**src/rtl/lpfp_pkg.sv**
```systemverilog
// Package with shared constants and result kinds of the frame parser
`timescale 1ns / 1ps

package lpfp_pkg;

	// Width of the header length and the payload countdown
	localparam int LEN_BITS = 16;

	// Results one input byte can yield at most
	localparam int MAX_RES = 4;

	// Result queue geometry
	localparam int QUEUE_DEPTH = 8;
	localparam int QUEUE_AW    = 3;

	// Characters recognised by the parser
	localparam logic [7:0] CH_PERCENT = 8'h25;
	localparam logic [7:0] CH_LF      = 8'h0A;
	localparam logic [7:0] CH_EQUAL   = 8'h3D;
	localparam logic [7:0] CH_0       = 8'h30;
	localparam logic [7:0] CH_9       = 8'h39;
	localparam logic [7:0] CH_LA      = 8'h61;
	localparam logic [7:0] CH_LF_HEX  = 8'h66;
	localparam logic [7:0] CH_UA      = 8'h41;
	localparam logic [7:0] CH_UF      = 8'h46;

	// Result kinds, carried on the output user field
	typedef enum logic [2:0] {
		KIND_TYPE    = 3'd0,
		KIND_KEY     = 3'd1,
		KIND_VALUE   = 3'd2,
		KIND_KEPT    = 3'd3,
		KIND_DROPPED = 3'd4,
		KIND_FEND    = 3'd5,
		KIND_HERR    = 3'd6
	} kind_t;

endpackage

```
**src/rtl/length_prefixed_frame_parser.sv**
```systemverilog
// Length-prefixed frame parser with percent-decoding of field values
// The results of an accepted byte are registered into the result queue and offered from its head.
// Throughput: one byte per cycle while the 8-entry result queue holds four or fewer
// results; a byte yielding k results occupies k queue entries, so input
// stalls only when bursts of several results build up in the queue.
// Reset: arst_n clears the parser state to the header phase and empties the queue.
`timescale 1ns / 1ps

module length_prefixed_frame_parser (
	input  logic       clk,
	input  logic       arst_n,
	// s_tdata: [7:0] in_byte
	input  logic       s_tvalid,
	output logic       s_tready,
	input  logic [7:0] s_tdata,
	// m_tdata: [7:0] out_byte
	output logic       m_tvalid,
	input  logic       m_tready,
	output logic [7:0] m_tdata,
	// m_tuser: [2:0] out_kind
	output logic [2:0] m_tuser,
	output logic       m_tlast
);
	import lpfp_pkg::*;

	typedef enum logic [2:0] {
		PH_HEADER,
		PH_TYPE,
		PH_KEY,
		PH_VALUE,
		PH_SKIP
	} phase_t;

	// Results gathered for one input byte
	typedef struct packed {
		logic [2:0]                n;
		logic                      ovf;
		logic [MAX_RES-1:0][7:0]   b;
		kind_t [MAX_RES-1:0]       k;
	} res_list_t;

	localparam int CNT_W = QUEUE_AW + 1;

	// Append one result; past the limit only flag the overflow
	function automatic res_list_t add_res(res_list_t l, kind_t k, logic [7:0] b);
		res_list_t r;
		r = l;
		if (l.n == 3'(MAX_RES)) begin
			r.ovf = 1'b1;
		end else begin
			r.k[l.n[1:0]] = k;
			r.b[l.n[1:0]] = b;
			r.n = l.n + 3'd1;
		end
		return r;
	endfunction

	// Emit a pending escape literally
	function automatic res_list_t flush_res(res_list_t l, logic [1:0] esc, logic [7:0] held);
		res_list_t r;
		r = l;
		if (esc == 2'd1) begin
			r = add_res(r, KIND_VALUE, CH_PERCENT);
		end else if (esc == 2'd2) begin
			r = add_res(r, KIND_VALUE, CH_PERCENT);
			r = add_res(r, KIND_VALUE, held);
		end
		return r;
	endfunction

	function automatic logic is_dec(logic [7:0] c);
		return (c >= CH_0) && (c <= CH_9);
	endfunction

	function automatic logic is_hex(logic [7:0] c);
		return is_dec(c) || ((c >= CH_LA) && (c <= CH_LF_HEX)) ||
			((c >= CH_UA) && (c <= CH_UF));
	endfunction

	// Letters a-f and A-F have low nibbles 1..6, so adding nine gives 10..15
	function automatic logic [3:0] hex_val(logic [7:0] c);
		return is_dec(c) ? c[3:0] : c[3:0] + 4'd9;
	endfunction

	// Parser state
	phase_t              phase_q, phase_d;
	logic [LEN_BITS-1:0] len_q, len_d;
	logic                digit_q, digit_d;
	logic [LEN_BITS-1:0] rem_q, rem_d;
	logic                keyne_q, keyne_d;
	logic                lopen_q, lopen_d;
	logic [1:0]          esc_q, esc_d;
	logic [7:0]          held_q, held_d;
	logic                owed_q, owed_d;

	// Result queue
	logic [7:0]          q_byte [QUEUE_DEPTH];
	kind_t               q_kind [QUEUE_DEPTH];
	logic                q_last [QUEUE_DEPTH];
	logic [QUEUE_AW-1:0] wr_ptr_q, rd_ptr_q;
	logic [CNT_W-1:0]    cnt_q;

	logic                in_acc, out_acc;
	res_list_t           rl;
	logic [LEN_BITS+3:0] prod;

	assign s_tready = (cnt_q <= CNT_W'(QUEUE_DEPTH - MAX_RES));
	assign in_acc   = s_tvalid && s_tready;
	assign m_tvalid = (cnt_q != '0);
	assign out_acc  = m_tvalid && m_tready;
	assign m_tdata  = q_byte[rd_ptr_q];
	assign m_tuser  = q_kind[rd_ptr_q];
	assign m_tlast  = q_last[rd_ptr_q];

	// Header length times ten plus the new digit
	assign prod = ({4'b0, len_q} << 3) + ({4'b0, len_q} << 1) +
		(LEN_BITS + 4)'(s_tdata[3:0]);

	// Work out the results and next state for the byte on the input
	always_comb begin
		phase_d = phase_q;
		len_d   = len_q;
		digit_d = digit_q;
		rem_d   = rem_q;
		keyne_d = keyne_q;
		lopen_d = lopen_q;
		esc_d   = esc_q;
		held_d  = held_q;
		owed_d  = owed_q;
		rl      = '0;

		// Deliver a frame end left over from the previous byte first
		if (owed_q) begin
			owed_d = 1'b0;
			rl = add_res(rl, KIND_FEND, 8'd0);
		end

		if (phase_q == PH_HEADER) begin
			if (is_dec(s_tdata)) begin
				if (prod[LEN_BITS+3:LEN_BITS] != 4'd0) begin
					rl = add_res(rl, KIND_HERR, 8'd0);
					len_d   = '0;
					digit_d = 1'b0;
				end else begin
					len_d   = prod[LEN_BITS-1:0];
					digit_d = 1'b1;
				end
			end else if (s_tdata == CH_LF && digit_q) begin
				rem_d   = len_q;
				len_d   = '0;
				digit_d = 1'b0;
				keyne_d = 1'b0;
				lopen_d = 1'b0;
				esc_d   = 2'd0;
				held_d  = 8'd0;
				if (len_q == '0) begin
					rl = add_res(rl, KIND_FEND, 8'd0);
				end else begin
					phase_d = PH_TYPE;
				end
			end else begin
				rl = add_res(rl, KIND_HERR, 8'd0);
				len_d   = '0;
				digit_d = 1'b0;
			end
		end else begin
			rem_d = rem_q - LEN_BITS'(1);
			case (phase_q)
				PH_TYPE: begin
					if (s_tdata == CH_LF) begin
						phase_d = PH_KEY;
						keyne_d = 1'b0;
						lopen_d = 1'b0;
						esc_d   = 2'd0;
						held_d  = 8'd0;
					end else begin
						rl = add_res(rl, KIND_TYPE, s_tdata);
					end
				end
				PH_KEY: begin
					if (s_tdata == CH_LF) begin
						rl = add_res(rl, KIND_DROPPED, 8'd0);
						keyne_d = 1'b0;
						lopen_d = 1'b0;
						esc_d   = 2'd0;
						held_d  = 8'd0;
					end else if (s_tdata == CH_EQUAL) begin
						phase_d = keyne_q ? PH_VALUE : PH_SKIP;
						lopen_d = 1'b1;
					end else begin
						rl = add_res(rl, KIND_KEY, s_tdata);
						keyne_d = 1'b1;
						lopen_d = 1'b1;
					end
				end
				PH_VALUE: begin
					if (s_tdata == CH_LF) begin
						rl = flush_res(rl, esc_q, held_q);
						rl = add_res(rl, KIND_KEPT, 8'd0);
						phase_d = PH_KEY;
						keyne_d = 1'b0;
						lopen_d = 1'b0;
						esc_d   = 2'd0;
						held_d  = 8'd0;
					end else if (esc_q == 2'd1 && is_hex(s_tdata)) begin
						// First hex digit of an escape: hold it
						held_d = s_tdata;
						esc_d  = 2'd2;
					end else if (esc_q == 2'd2 && is_hex(s_tdata)) begin
						// Second hex digit: emit the decoded byte
						rl = add_res(rl, KIND_VALUE, {hex_val(held_q), hex_val(s_tdata)});
						esc_d = 2'd0;
					end else begin
						// Bad or no escape: flush it, then treat the byte as plain
						rl = flush_res(rl, esc_q, held_q);
						if (s_tdata == CH_PERCENT) begin
							esc_d = 2'd1;
						end else begin
							esc_d = 2'd0;
							rl = add_res(rl, KIND_VALUE, s_tdata);
						end
					end
				end
				default: begin
					if (s_tdata == CH_LF) begin
						rl = add_res(rl, KIND_DROPPED, 8'd0);
						phase_d = PH_KEY;
						keyne_d = 1'b0;
						lopen_d = 1'b0;
						esc_d   = 2'd0;
						held_d  = 8'd0;
					end else begin
						lopen_d = 1'b1;
					end
				end
			endcase

			// Close the open line and the frame on its last payload byte
			if (rem_d == '0) begin
				if (phase_d == PH_VALUE) begin
					rl = flush_res(rl, esc_d, held_d);
					rl = add_res(rl, KIND_KEPT, 8'd0);
				end else if ((phase_d == PH_KEY || phase_d == PH_SKIP) && lopen_d) begin
					rl = add_res(rl, KIND_DROPPED, 8'd0);
				end
				rl = add_res(rl, KIND_FEND, 8'd0);
				phase_d = PH_HEADER;
				len_d   = '0;
				digit_d = 1'b0;
				keyne_d = 1'b0;
				lopen_d = 1'b0;
				esc_d   = 2'd0;
				held_d  = 8'd0;
			end
		end

		// A dropped result owes a frame end to the next byte
		if (rl.ovf) begin
			owed_d = 1'b1;
		end
	end

	// State and write pointer advance on accepted requests, read pointer on taken results
	always_ff @(posedge clk or negedge arst_n) begin
		if (!arst_n) begin
			phase_q  <= PH_HEADER;
			len_q    <= '0;
			digit_q  <= 1'b0;
			rem_q    <= '0;
			keyne_q  <= 1'b0;
			lopen_q  <= 1'b0;
			esc_q    <= 2'd0;
			held_q   <= 8'd0;
			owed_q   <= 1'b0;
			wr_ptr_q <= '0;
			rd_ptr_q <= '0;
			cnt_q    <= '0;
		end else begin
			if (in_acc) begin
				phase_q  <= phase_d;
				len_q    <= len_d;
				digit_q  <= digit_d;
				rem_q    <= rem_d;
				keyne_q  <= keyne_d;
				lopen_q  <= lopen_d;
				esc_q    <= esc_d;
				held_q   <= held_d;
				owed_q   <= owed_d;
				wr_ptr_q <= wr_ptr_q + QUEUE_AW'(rl.n);
			end
			if (out_acc) begin
				rd_ptr_q <= rd_ptr_q + QUEUE_AW'(1);
			end
			cnt_q <= cnt_q + (in_acc ? CNT_W'(rl.n) : CNT_W'(0)) -
				(out_acc ? CNT_W'(1) : CNT_W'(0));
		end
	end

	// Write the results of an accepted byte into the queue
	always_ff @(posedge clk) begin
		if (in_acc) begin
			for (int i = 0; i < MAX_RES; i++) begin
				if (3'(i) < rl.n) begin
					q_byte[wr_ptr_q + QUEUE_AW'(i)] <= rl.b[i];
					q_kind[wr_ptr_q + QUEUE_AW'(i)] <= rl.k[i];
					q_last[wr_ptr_q + QUEUE_AW'(i)] <= (3'(i) == rl.n - 3'd1);
				end
			end
		end
	end

endmodule

```
**config.mk**
```make
export PLATFORM = sky130hd
export DESIGN_NAME = length_prefixed_frame_parser
export DESIGN_NICKNAME = d
export VERILOG_FILES = /design/src/rtl/lpfp_pkg.sv /design/src/rtl/length_prefixed_frame_parser.sv
export SDC_FILE = /design/constraint.sdc
export NUM_CORES = 1
export LEC_CHECK = 0
export BUFFER_PORTS_ARGS = -buffer_cell sky130_fd_sc_hd__buf_2
export CORE_ASPECT_RATIO = 1.2
export CORE_MARGIN = 3
export CORE_UTILIZATION = 50
export DETAILED_ROUTE_END_ITERATION = 16
export PLACE_DENSITY = 0.7
export SLEW_MARGIN = 20
export SYNTH_ARGS = -nofsm -noshare
export SYNTH_HDL_FRONTEND = slang
export SYNTH_SLANG_ARGS = --single-unit
export TNS_END_PERCENT = 10
```
**constraint.sdc**
```tcl
create_clock -name clk -period 8.51 [get_ports clk]
set_input_delay 1.702 -clock clk [delete_from_list [all_inputs] [get_ports clk]]
set_output_delay 1.702 -clock clk [all_outputs]
set_load 0.005 [all_outputs]
```
# Yosys cells after proc, flatten, opt, wreduce, memory -nomap -nowiden

Memory sizes are Yosys's and may differ from the RTL's.
Index checks and enable logic that the tools add are counted.

Add/subtract/negate cells: 22
Multiply operators: 0
Divide/modulo/power cells: 0
Order comparisons: 31
Equal/unequal tests: 29
Shift operators: 0
Muxes and demuxes: 217
Bitwise logic cells: 60
Reductions and logical operators: 35

Operator list:

| cell                                                                          | count |
|---|---|
| 48-bit two-way mux                                                            | 31 |
| 44-bit two-way mux                                                            | 31 |
| 47-bit two-way mux                                                            | 5 |
| 32-bit bitwise mux                                                            | 6 |
| 32-bit AND                                                                    | 5 |
| 32-bit inverter                                                               | 5 |
| 8-bit demux with 2-bit select                                                 | 9 |
| 8-bit two-way mux                                                             | 18 |
| 48-bit case mux with 3 select lines                                           | 1 |
| 3-bit two-way mux                                                             | 44 |
| 16-bit two-way mux                                                            | 7 |
| 8-bit AND                                                                     | 9 |
| 8-bit inverter                                                                | 9 |
| 3-bit demux with 2-bit select                                                 | 9 |
| 46-bit two-way mux                                                            | 1 |
| 1-bit two-way mux                                                             | 43 |
| 20-bit AND                                                                    | 2 |
| 20-bit inverter                                                               | 2 |
| 8-bit OR                                                                      | 5 |
| 4-bit OR                                                                      | 9 |
| 16-bit logical NOT                                                            | 2 |
| 3-bit by 1-bit adder with 3-bit output (second input constant)                | 10 |
| 3-bit equality test (second input constant)                                   | 9 |
| 2-bit by 3-bit less-than comparator with 1-bit output (second input constant) | 8 |
| 49 further kinds                                                              | 114 |

Flip-flop bits (word level): 59
Bits in latches: 0
Bits in writable memories: 96
Memory bits (read-only): 0
Bits of input ports: 12
Word-level logic and storage cells: 409
Memories kept: 3

Memory list:

| name   | words | bits a word | rd ports | clocked after Yosys merged registers in | write ports | line                               | text |
|---|---|---|---|---|---|---|---|
| q_byte | 8     | 8           | 1        | 0                                       | 4           | length_prefixed_frame_parser.sv:97 | `logic [7:0] q_byte [QUEUE_DEPTH];` |
| q_kind | 8     | 3           | 1        | 0                                       | 4           | length_prefixed_frame_parser.sv:98 | `kind_t q_kind [QUEUE_DEPTH];` |
| q_last | 8     | 1           | 1        | 0                                       | 4           | length_prefixed_frame_parser.sv:99 | `logic q_last [QUEUE_DEPTH];` |

# Depth between registers and ports, before layout

Depth after elaboration: 79
Gate-level depth with buffers: 45

# Worst setup path after synthesis

No wires, ideal clock.

Path type: input -> register
Start point: input s_tdata[0]
End point: register cnt_q[2]
Arrival time: 9.183 ns
Required time: 8.387 ns
Path slack: -0.796 ns
Cell stages on the path: 44
Buffers on the path: 6
Cells stage by stage: clkbuf_1 inv_1 ha_1 and4bb_1 nand2_1 clkbuf_1 clkbuf_1 ha_1 a21oi_1 nor2_1 a21boi_0 a221o_1 buf_2 ha_1 clkbuf_1 o211ai_4 xnor2_1 inv_1 (+8 left out) nand2_1 xnor2_1 o21ai_1 ha_1 o21ai_1 or2_2 nor2_1 o2111ai_1 o211a_1 buf_4 clkinv_2 nand2_1 ha_1 inv_1 ha_1 inv_1 fa_1 xnor2_1

Word-level cells in the longest chain between the ends: 36
Elaborated cells on any way between the ends: 86
Classes of those cells: add/sub (7); order compare (6); eq/ne (12); mux (50); reduce/logical (11)

RTL lines:

| item                                                                          | line                                                                   | text |
|---|---|---|
| from (decl)                                                                   | length_prefixed_frame_parser.sv:15                                     | `input logic [7:0] s_tdata,` |
| 8-bit by 6-bit >= comparator with 1-bit output, or another cell as far along  | length_prefixed_frame_parser.sv:72                                     | `return (c >= CH_0) && (c <= CH_9);` |
| 1-bit logical AND (on tied branches)                                          | length_prefixed_frame_parser.sv:72, length_prefixed_frame_parser.sv:76 |  |
| 1-bit logical OR (2 in a row)                                                 | length_prefixed_frame_parser.sv:76                                     | `return is_dec(c) \|\| ((c >= CH_LA) && (c <= CH_LF_HEX)) \|\|` |
| 1-bit logical AND                                                             | length_prefixed_frame_parser.sv:209                                    | `end else if (esc_q == 2'd2 && is_hex(s_tdata)) begin` |
| 48-bit two-way mux                                                            | length_prefixed_frame_parser.sv:209                                    |  |
| 48-bit two-way mux                                                            | length_prefixed_frame_parser.sv:205                                    | `end else if (esc_q == 2'd1 && is_hex(s_tdata)) begin` |
| 48-bit two-way mux                                                            | length_prefixed_frame_parser.sv:197                                    | `if (s_tdata == CH_LF) begin` |
| 48-bit case mux with 3 select lines                                           | length_prefixed_frame_parser.sv:168                                    | `case (phase_q)` |
| (+19 left out)                                                                | --                                                                     |  |
| 48-bit two-way mux                                                            | length_prefixed_frame_parser.sv:138                                    | `if (phase_q == PH_HEADER) begin` |
| 3-bit by 1-bit adder with 3-bit output or 3-bit equality test (tied branches) | length_prefixed_frame_parser.sv:53, length_prefixed_frame_parser.sv:48 |  |
| 3-bit two-way mux                                                             | length_prefixed_frame_parser.sv:48                                     | `if (l.n == 3'(MAX_RES)) begin` |
| 48-bit two-way mux                                                            | length_prefixed_frame_parser.sv:239                                    | `if (rem_d == '0) begin` |
| 48-bit two-way mux *                                                          | length_prefixed_frame_parser.sv:138                                    |  |
| 3-bit two-way mux *                                                           | length_prefixed_frame_parser.sv:294                                    | `cnt_q <= cnt_q + (in_acc ? CNT_W'(rl.n) : CNT_W'(0)) -` |
| 4-bit by 3-bit adder with 4-bit output *                                      | length_prefixed_frame_parser.sv:294                                    |  |
| 4-bit by 1-bit subtractor with 4-bit output *                                 | length_prefixed_frame_parser.sv:294                                    |  |
| to (signal assigned)                                                          | length_prefixed_frame_parser.sv:294                                    |  |
| to (decl)                                                                     | length_prefixed_frame_parser.sv:101                                    | `logic [CNT_W-1:0] cnt_q;` |

Mark *: on every way between the ends. The rest lies on a longest branch, timed or not. The select of a mux whose other input is x is not followed.
A chain may end at the register's enable or synchronous reset.

==> reports/metrics.cfg <==
[synth]
synth_top_area_share = 0.191
synthCells = 1727
synth.most_common_cell = nand2_1
ys_async_sr_fraction = 0.377
syn_nets = 1827
synthSimpleGateAreaFrac = 0.200
synth_edf_count = 96
synth_seq_cells = 154
synthMuxAreaShare = 0.114
synth.distinct_cells = 111
synthFlopType = edfxtp_1
synth_top_cells_by_count = 253 x nand2_1, 131 x nor2_1, 119 x a21oi_1
synth_top_family_by_area = compound AO/OA/AOI/OAI gates
yosysWarnings = 0
synth_compound_area_frac = 0.256
synth_fa_ha_area_frac = 0.0750
synth.area.top_cells = edfxtp_1 19%, dfrtp_1 9.6%, ha_1 7.0%, nand2_1 6.3%, mux2i_1 5.6%
syn_area_per_cell_um2 = 8.73
ys_seq_area_frac = 0.287
synth_area_leader_cell = edfxtp_1
synth.cell_area_um2 = 15100
synth-xor-area-share = 0.0173

[global_route]
grt_max_degree = 59
gr-total-overflow = 0
grt_pass1_wl_mm = 82.4
track_usage = 0.329
grt_pass1_vias = 14046
antenna_found_initial = 0

[sta]
holdWs_ns = 0.490
fmax_mhz = 123
rsz0062_at_grt = true
drv_slew = 0
skew_ns = 0.0169
worstMarginPinSlew_ns = 1.07
layout_min_cycle_time_ns = 8.11
setup_viol_count_final = 0
min_period_over_period = 0.952
hold_violations = 0
slew_headroom = 0.284

[cells_and_area]
final_util = 0.560
n_antenna_cell = 0
fill_cells = 2712
area_delta_synth_final_pct = 10.3
final_cell_area_um2 = 16600
drive_gt1_frac = 0.169
final_net_count = 1858
fin_cells = 2161

[critical_path]
crit_fanout = 10
endpoint_kind = flip-flop
regToRegStartpoint = esc_q[0]
cp_slowest_cell = nor2_1
crit_path_frequent_cell = buf_4
reg2reg_to = q_byte[0][3]
arrival_ns = 8.38
worst-r2r-cell-count = 32
r2r_slack_ns = 0.91
max_stage_delay_ns = 0.64
crit_required_ns = 8.79
critPathLaunchType = input pin
crit_type = in -> reg

[drt]
drt-total-wl_mm = 52.9
avgRoutedWirePerCell_um = 24.5
via_per_inst = 6.77
first_pass_iters = 5
ant_nets = 0
vias = 14637
drt_iter0_markers = 1641
post-route-drc-count = 0

[placed_design]
place.detailed.hpwl_mm = 40.9
portBuffers = 25
dp_cells = 2129
placed_area_um2 = 16000
globalplace.congestion = 1.06

[min_path]
hold_start = digit_q
hold_path.class = reg -> reg
holdPathStages = 2
hold_path_end = digit_q

[power_and_ir_drop]
leakage_nw = 6.07
cellPowerDensity_nw_per_um2 = 147
max-vdd-ir-drop_mv = 0.201

[clocking]
clock_sinks = 154
post_cts_buffers = 0
holdBufCountCts = 0
clk_pin_slew_ns = 0.08
clockBufferDepth = 2
cts_buffers = 17
clock_latency_ns = 0.45
cts-root-buf = clkbuf_16
cts_max_level = 4
cts_tree = done

[floorplanning]
num_rows = 69
die_height_um = 196
start_util = 0.508
core_area_um2 = 29700
ios = 26
dieWidth_um = 165
dieArea_um2 = 32300

[job]
maxCapViolations = 0

[outcome]
outcome = finished clean

cell usage in the layout, fill, tap and decap left out, types with 18 or more instances in the layout:
master	instances
mux4_2	24
a22oi_1	31
ha_1	80
nor2_1	129
buf_2	25
a221oi_1	19
dfrtp_1	58
o211ai_1	58
a31oi_1	21
a21oi_1	119
mux2_2	29
xnor2_1	18
buf_4	97
inv_1	52
mux2i_1	84
o22ai_1	24
edfxtp_1	96
nor3_1	27
nand2_1	250
nor2b_1	24
nand3_1	48
o21ai_0	77
logic make-up (layout without fill, tap and decap cells):
logic type                 after synthesis  in the layout
buffers and inverters                  169            213
DFF                                    154            154
muxes                                  138            138
and+or+nand+nor                        610            610
adders and majority gates               88             88
xor gates and xnor gates                29             29
AOI/OAI and AO/OA                      539            539
area by class of cell:
| cell class | count | area [um^2] | share of cell area |
|---|---|---|---|
| multi-input combinational | 1404 | 10100 | 0.608 |
| sequential | 154 | 4330 | 0.260 |
| timing repair buffer | 123 | 873 | 0.0525 |
| tap | 390 | 488 | 0.0293 |
| clock buffer | 17 | 425 | 0.0256 |
| inverter | 58 | 219 | 0.0132 |
| clock inverter | 15 | 179 | 0.0108 |
how the worst max path moves through the flow:
stage               start           end  slack (ns)  depth (start not counted)
6_report       s_tdata[0]  q_byte[0][3]        0.40                         36
5_1_grt        s_tdata[0]  q_byte[0][0]       -0.02                         37
3_5_place_dp   s_tdata[0]  q_byte[1][7]       -0.09                         33
2_1_floorplan  s_tdata[0]      cnt_q[2]       0.004                         44
4_1_cts        s_tdata[0]  q_byte[1][7]        0.36                         33
3_3_place_gp   s_tdata[3]  q_byte[1][6]       -0.08                         23
layer usage:
layer	track usage	routed length [um]	part of all wire	vias up
met4	0.152	2800	0.053	0
met2	0.567	26300	0.50	798
met1	0.403	20200	0.38	7035
li1	-	-	-	6623
met3	0.0456	3660	0.069	181
met5	0	0	0	-
critical path: cells and delay by family:
| kind | cells | cell delay, ns |
|---|---|---|
| compound gates | 14 | 2.51 |
| simple gates | 6 | 1.39 |
| buf+inv | 9 | 1.24 |
| fa+ha+maj | 5 | 1.20 |
| xor+xnor | 2 | 0.33 |
stage by stage:
step | TNS [ns] | power [mW] | worst slack [ns]
detailed placement | -0.505 | 1.68 | -0.0936
finish | 0 | 2.45 | 0.405
CTS | 0 | 2.46 | 0.364
global route | -0.0283 | 2.57 | -0.0163
global placement | -0.940 | 1.66 | -0.0800
floorplan | 0 | 1.46 | 0.00358
sequential cells by signal, summed over array words and instances (netlist names):
register,cells
cnt_q,4
digit_q,1
esc_q,2
held_q,8
keyne_q,1
len_q,16
owed_q,1
phase_q,3
q_byte,64
q_kind,24
q_last,8
rd_ptr_q,3
rem_q,16
wr_ptr_q,3
power by group:
part           leakage (nW)  switching (mW)  internal [mW]
combinational          4.13           0.402          0.316
sequential             1.65          0.0868          0.855
clock                 0.291           0.396          0.397
timing repair:
action / CTS / global route
endpoints found under the hold margin: 0 / 0
resized for setup: 0 / 7
setup endpoints to repair: 0 / 55
Power figures use the tool's default switching activity.
